--- src/hdl/amdfs_pkg.sv ---
package amdfs_pkg;

  // Graph size and derived widths
  localparam int unsigned MAX_V = 32;
  localparam int unsigned VW    = $clog2(MAX_V);
  localparam int unsigned CW    = VW + 1;

  // One bit per vertex
  typedef logic [MAX_V-1:0] vmask_t;

  // Sequencer states
  typedef enum logic [1:0] {
    ST_IDLE,
    ST_OUTER,
    ST_STEP
  } state_e;

  // Command codes
  typedef enum logic {
    OP_WRITE = 1'b0,
    OP_RUN   = 1'b1
  } op_e;

  // Result of the shared lowest-bit encoder
  typedef struct packed {
    logic          found;
    logic [VW-1:0] index;
  } lowbit_t;

endpackage

--- src/hdl/amdfs_lowbit.sv ---
module amdfs_lowbit (
  input  amdfs_pkg::vmask_t  bits_i,
  output amdfs_pkg::lowbit_t res_o
);
  import amdfs_pkg::*;

  // Priority encoder: lowest set bit wins
  always_comb begin
    res_o.found = |bits_i;
    res_o.index = '0;
    for (int i = MAX_V - 1; i >= 0; i--) begin
      if (bits_i[i]) begin
        res_o.index = VW'(i);
      end
    end
  end

endmodule

--- src/hdl/amdfs_adj.sv ---
module amdfs_adj (
  input  logic                  clk_i,
  input  logic                  rst_ni,
  input  logic                  we_i,
  input  logic [amdfs_pkg::VW-1:0] waddr_i,
  input  amdfs_pkg::vmask_t     wdata_i,
  input  logic [amdfs_pkg::VW-1:0] raddr_i,
  output amdfs_pkg::vmask_t     rdata_o
);
  import amdfs_pkg::*;

  vmask_t rows_q [MAX_V];

  // Row storage, cleared at reset
  always_ff @(posedge clk_i or negedge rst_ni) begin
    if (!rst_ni) begin
      for (int i = 0; i < MAX_V; i++) begin
        rows_q[i] <= '0;
      end
    end else if (we_i) begin
      rows_q[waddr_i] <= wdata_i;
    end
  end

  // Row of the vertex on top of the stack
  assign rdata_o = rows_q[raddr_i];

endmodule

--- src/hdl/adjacency_matrix_dfs_order_core.sv ---
// Depth-first visit order over a 32-vertex adjacency bit matrix.
//
// Commands: a transaction is taken when start_i is high and busy_o is low.
// opcode_i = OP_WRITE stores row_bits_i as the adjacency row of row_index_i;
// it finishes in that cycle and busy_o stays low. opcode_i = OP_RUN clears
// the visited marks and walks depth-first over all components, lowest start
// vertex first, lowest unvisited neighbour first, self edges skipped.
// Results: one per visited vertex, shown for one cycle with valid_o high;
// last_o marks the final vertex. The receiver cannot stall the block.
// Configuration: cfg_we_i writes vertex_count (values above 32 saturate);
// write only while busy_o is low. A count of zero gives a run with no output.
// Sequencing: one priority encoder is shared by the start-vertex search and the
// neighbour search. Pushes (each with its result) and pops are separate
// sequencer steps; a component's start vertex is pushed by the start search
// itself, and one final empty start search ends the run. The first result
// strobe is registered from the start search in ST_OUTER, which the
// accepting edge enters.
// Reset: the adjacency matrix clears, vertex_count returns to 32, the
// sequencer goes idle and no result is pending.
module adjacency_matrix_dfs_order_core (
  input  logic                     clk_i,
  input  logic                     rst_ni,
  input  logic                     start_i,
  output logic                     busy_o,
  input  logic [0:0]               opcode_i,
  input  logic [4:0]               row_index_i,
  input  logic [31:0]              row_bits_i,
  input  logic                     cfg_we_i,
  input  logic [5:0]               cfg_wdata_i,
  output logic                     valid_o,
  output logic [4:0]               vertex_o,
  output logic                     last_o
);
  import amdfs_pkg::*;

  state_e        state_q, state_d;
  logic [CW-1:0] cfg_q;
  vmask_t        visited_q, visited_d;
  logic [CW-1:0] sp_q, sp_d;
  logic [CW-1:0] cnt_q, cnt_d;
  logic [VW-1:0] stack_q [MAX_V];
  logic          valid_q, valid_d;
  logic [VW-1:0] vertex_q, vertex_d;
  logic          last_q, last_d;

  logic          push_en;
  logic [VW-1:0] push_addr;
  logic          accept;
  logic          run_acc;
  logic          wr_acc;
  logic [CW-1:0] n_eff;
  vmask_t        in_use;
  logic [CW-1:0] sp_m1;
  logic [VW-1:0] top_v;
  vmask_t        adj_row;
  vmask_t        cand;
  vmask_t        free;
  vmask_t        enc_in;
  lowbit_t       enc;

  // Command decode
  assign accept  = start_i && (state_q == ST_IDLE);
  assign run_acc = accept && (opcode_i == OP_RUN);
  assign wr_acc  = accept && (opcode_i == OP_WRITE);

  // Vertices in use
  assign n_eff = (cfg_q > CW'(MAX_V)) ? CW'(MAX_V) : cfg_q;
  always_comb begin
    for (int i = 0; i < MAX_V; i++) begin
      in_use[i] = (CW'(i) < n_eff);
    end
  end

  // Top of stack and its row
  assign sp_m1 = sp_q - CW'(1);
  assign top_v = stack_q[sp_m1[VW-1:0]];

  amdfs_adj u_adj (
    .clk_i   (clk_i),
    .rst_ni  (rst_ni),
    .we_i    (wr_acc),
    .waddr_i (row_index_i),
    .wdata_i (row_bits_i),
    .raddr_i (top_v),
    .rdata_o (adj_row)
  );

  // Shared encoder input: unvisited starts or unvisited neighbours
  assign free   = in_use & ~visited_q;
  assign cand   = adj_row & free & ~(vmask_t'(1) << top_v);
  assign enc_in = (state_q == ST_OUTER) ? free : cand;

  amdfs_lowbit u_lowbit (
    .bits_i (enc_in),
    .res_o  (enc)
  );

  // Next state
  always_comb begin
    state_d = state_q;
    unique case (state_q)
      ST_IDLE: begin
        if (run_acc) state_d = ST_OUTER;
      end
      ST_OUTER: begin
        state_d = enc.found ? ST_STEP : ST_IDLE;
      end
      ST_STEP: begin
        if (!enc.found && (sp_q == CW'(1))) state_d = ST_OUTER;
      end
      default: state_d = ST_IDLE;
    endcase
  end

  // Datapath and result updates
  always_comb begin
    visited_d = visited_q;
    sp_d      = sp_q;
    cnt_d     = cnt_q;
    valid_d   = 1'b0;
    vertex_d  = vertex_q;
    last_d    = last_q;
    push_en   = 1'b0;
    push_addr = sp_q[VW-1:0];
    unique case (state_q)
      ST_IDLE: begin
        if (run_acc) begin
          visited_d = '0;
          sp_d      = '0;
          cnt_d     = '0;
        end
      end
      ST_OUTER, ST_STEP: begin
        if (enc.found) begin
          visited_d[enc.index] = 1'b1;
          valid_d  = 1'b1;
          vertex_d = enc.index;
          last_d   = ((cnt_q + CW'(1)) == n_eff);
          cnt_d    = cnt_q + CW'(1);
          if (state_q == ST_OUTER) begin
            push_en   = 1'b1;
            push_addr = '0;
            sp_d      = CW'(1);
          end else if (sp_q < CW'(MAX_V)) begin
            push_en = 1'b1;
            sp_d    = sp_q + CW'(1);
          end
        end else if (state_q == ST_STEP) begin
          sp_d = sp_m1;
        end
      end
      default: ;
    endcase
  end

  // Control registers
  always_ff @(posedge clk_i or negedge rst_ni) begin
    if (!rst_ni) begin
      state_q   <= ST_IDLE;
      cfg_q     <= CW'(MAX_V);
      visited_q <= '0;
      sp_q      <= '0;
      cnt_q     <= '0;
      valid_q   <= 1'b0;
    end else begin
      state_q   <= state_d;
      visited_q <= visited_d;
      sp_q      <= sp_d;
      cnt_q     <= cnt_d;
      valid_q   <= valid_d;
      if (cfg_we_i) cfg_q <= cfg_wdata_i;
    end
  end

  // Result payload
  always_ff @(posedge clk_i) begin
    vertex_q <= vertex_d;
    last_q   <= last_d;
  end

  // Walk stack
  always_ff @(posedge clk_i) begin
    if (push_en) stack_q[push_addr] <= enc.index;
  end

  assign busy_o   = (state_q != ST_IDLE);
  assign valid_o  = valid_q;
  assign vertex_o = vertex_q;
  assign last_o   = valid_q && last_q;

  // A result is never shown once the run has ended
  a_valid_busy: assert property (@(posedge clk_i) disable iff (!rst_ni)
    valid_o |-> busy_o)
    else $error("result strobe while idle");

  // Every emitted vertex is marked visited
  a_emit_marked: assert property (@(posedge clk_i) disable iff (!rst_ni)
    valid_o |-> visited_q[vertex_o])
    else $error("emitted vertex not marked");

  // Stack never grows past MAX_V entries
  a_sp_bound: assert property (@(posedge clk_i) disable iff (!rst_ni)
    sp_q <= CW'(MAX_V))
    else $error("stack pointer overflow");

  // An accepted run makes the block busy
  a_run_busy: assert property (@(posedge clk_i) disable iff (!rst_ni)
    run_acc |=> busy_o)
    else $error("run accepted but not busy");

endmodule
--- config.mk ---
export PLATFORM = sky130hd
export DESIGN_NAME = adjacency_matrix_dfs_order_core
export DESIGN_NICKNAME = d
export VERILOG_FILES = /design/src/hdl/amdfs_pkg.sv /design/src/hdl/amdfs_lowbit.sv /design/src/hdl/amdfs_adj.sv /design/src/hdl/adjacency_matrix_dfs_order_core.sv
export SDC_FILE = /design/constraint.sdc
export NUM_CORES = 2
export LEC_CHECK = 0
export BUFFER_PORTS_ARGS = -buffer_cell sky130_fd_sc_hd__buf_2
export CORE_UTILIZATION = 49
export DETAILED_ROUTE_END_ITERATION = 10
export PLACE_DENSITY = 0.64
export SYNTH_ARGS = -nofsm -noshare
export SYNTH_HDL_FRONTEND = slang
export SYNTH_HIERARCHICAL = 1
export SYNTH_SLANG_ARGS = --single-unit
export TNS_END_PERCENT = 30
--- constraint.sdc ---
create_clock -name clk_i -period 10.83 [get_ports clk_i]
set_input_delay 0.5415 -clock clk_i [delete_from_list [all_inputs] [get_ports clk_i]]
set_output_delay 0.5415 -clock clk_i [all_outputs]
set_load 0.05 [all_outputs]
==> run metrics <==
endpoint of the lowest-slack register-to-register path stack_q[5][3]; number of port buffers between 50 and 60; Setup crit start kind flip-flop; fmax roughly 110 MHz; RR Startpoint sp_q[1]; CTS max path bufs 3; HPWL Detailed 89.7 mm; clk_lat worst skew between 0.7 and 0.8 ns; Slew @ Worst Pin 1.24 ns; crit-path max FO 38; first-pass GRT wire length 241 mm; CTS Sinks 1,243; number of synthesized flops with an enable pin 166; number of antenna violations at the first check in global routing 7; multi-input logic area roughly 0.024 sq mm; Synth Flop Type dfrtp_1; Final Hold Fails 0; CP peak stage delay 1.02 ns; I/O pins 56; Post-Syn Nets approximately 4,300; max cap viols 0; asr flop ratio synth 0.866; minimum clock period a little over 9 ns; largest net degree at the start of global routing 161; post-synthesis cell count 4,287; # rows 126; Worst Hold Class in -> reg; Worst setup EP type flip-flop; Tot GR Track Use 0.264; Worst Setup EP stack_q[5][3]; core area 0.118 sq mm; RSZ-0062 raised after global routing no; worst hold path depth 2; Pre-antenna DRT Iters 6; WL per Instance 27.2 um; synth warn 6; via count 35,800; register area 0.0319 sq mm; CP delay by family, top simple AND/OR/NAND/NOR gates; final wirelength 159 mm; CTS tree built; Reg clk slew, reported paths around 0.06 ns; Mapped Area 0.0583 sq mm; Die W 347 um; drc violations 0; Mean Syn Cell Area 13.6 sq um; Critical Path Start sp_q[1]; CP Depth 23; drt first-iter violations about 2,900; number of global-route vias before repair between 30,000 and 40,000; fin. max-slew vios 0; R2R setup slack 1.65 ns; Worst Path Arrival 9.56 ns; Setup Crit Path Kind reg -> reg; Final nets 4,264; CTS Buf Count 136; Initial Util 0.494; setup tns final 0 ns; Slew HR 0.165; Reg2Reg Depth 23; Filler cells about 9,900; CP bufs+invs 5; clock root buffer clkbuf_16; Vias/cell 6.12; Worst path slowest cell ha_2; cell chain of the critical path inv_1 > ha_2 > buf_4 > mux4_2 > mux4_2 > mux2i_4 > inv_2 > nor2_4 > buf_4 > a22o_1 > nor3_1 > a31oi_1 > nand3_1 > o21ai_0 > a221oi_1 > or4_4 > nor3_2 > nand4_1 > nand2_1 > inv_1 > nand2_1 > or4b_2 > nor2_1; Required @ worst endpoint 11.21 ns; Area Overhead vs Synth 9.77%; routability cong. 0.950; run status finished, final reports clean; Yosys cell types 86; Synth Register Bits approximately 1,200; Tcrit/Tclk final 0.847; Seq/Total Area, Yosys 0.548; remaining antenna violation count 0; share of cells above drive strength 1 0.345; Die H 347 um; Setup Viol. Count Final 0; Fin Clk Skew a little under 0.03 ns; total gr overflow 0; postcts setup bufs 0; Clock H-tree levels 4; Die Footprint 0.120 sq mm
## sequential cells by signal, indices dropped and copies added, names as in the netlist
name,cells
visited_q,32
last_q,1
sp_q,6
vertex_o,5
u_adj/rows_q,1024
cfg_q,6
cnt_q,6
state_q,2
stack_q,160
valid_o,1
## per-stage QoR
step	hold WS, ns	utilization	cells	worst slack, ns	instance area, sq um
after CTS	0.00256	0.542	5849	1.86	64000
after detailed placement	0.474	0.504	5603	1.92	59400
after global placement	0.466	0.504	5603	2.09	59400
after floorplan	0.246	-	4287	3.21	58300
after global routing	0.0222	0.542	5850	1.17	64000
final	0.0414	0.542	5850	1.65	64000
## per-layer routing
layer  up-vias  wire, um  track usage
li1      15600         -            -
met1     19100     71900        0.373
met2       933     76000        0.428
met3       224      7330       0.0377
met4         4      3600       0.0713
met5         -        23            0
## worst min path at each step
stage | startpoint | endpoint
after global routing | cfg_wdata_i[3] | cfg_q[3]
after CTS | cfg_wdata_i[2] | cfg_q[2]
after detailed placement | u_adj/rows_q[625] | u_adj/rows_q[625]
after global placement | u_adj/rows_q[625] | u_adj/rows_q[625]
after floorplan | rst_ni | cfg_q[0]
final | cfg_wdata_i[2] | cfg_q[2]
## placed cells by master, fill, tap and decap left out, drive strengths merged, types with 13 or more instances in the layout
master,Yosys,final
a31oi,41,41
a22o,67,67
edfxtp,166,166
a2111oi,17,17
nand3,129,129
a21oi,158,158
buf,196,143
mux2i,532,532
nor3,58,58
inv,18,22
dfrtp,1076,1076
mux2,1030,1030
nand2,159,159
nor3b,13,13
mux4,36,36
o21ai,37,37
clkbuf,167,211
a22oi,96,96
clkinv,0,23
nor2,138,138
nor2b,16,16
## cell usage after synthesis (16+ instances only)
library cell	number	share of area
edfxtp_1	166	0.086
buf_4	30	0.0039
mux2_2	993	0.19
a21oi_1	157	0.013
o21ai_0	32	0.0027
a22o_1	67	0.010
mux2_1	37	0.0071
nand3_1	129	0.011
mux4_2	36	0.014
nor2b_1	16	0.0017
buf_2	91	0.0078
a31oi_1	41	0.0044
nor2_4	16	0.0031
dfrtp_1	1076	0.46
mux2i_1	530	0.091
buf_6	60	0.012
nor3_1	50	0.0043
nor2_1	121	0.0078
a22oi_1	96	0.012
nand2_1	159	0.010
clkbuf_1	167	0.011
## cell families (layout without fill, tap and decap cells)
| kind of cell | Yosys count | after routing | share of synthesized area |
|---|---|---|---|
| AO/OA/AOI/OAI | 461 | 461 | 0.0560 |
| flip-flops | 1243 | 1243 | 0.548 |
| other | 0 | 1 | 0 |
| XOR/XNOR | 13 | 13 | 0.00221 |
| adder cells (fa/ha/maj) | 8 | 8 | 0.00172 |
| AND/OR/NAND/NOR | 583 | 583 | 0.0506 |
| multiplexers | 1598 | 1598 | 0.305 |
| buffers and inverters | 381 | 407 | 0.0367 |
## timing repair
action | in CTS | in global routing
resized for setup | 0 | 0
hold buffers | 3 | 0
endpoints found under the hold margin | 99 | 0
## cell type report
type                            instances  share of cell area
Antenna cell                            1           0.0000391
Tap cell                             1536              0.0300
Clock inverter                         32             0.00552
Inverter                               18             0.00117
Sequential cell                      1243               0.499
Clock buffer                          211              0.0654
Multi-Input combinational cell       2663               0.380
Timing Repair Buffer                  146              0.0184
Power is not shown: default switching activity piles up to over one toggle a cycle in this logic, so the estimate is an artifact.
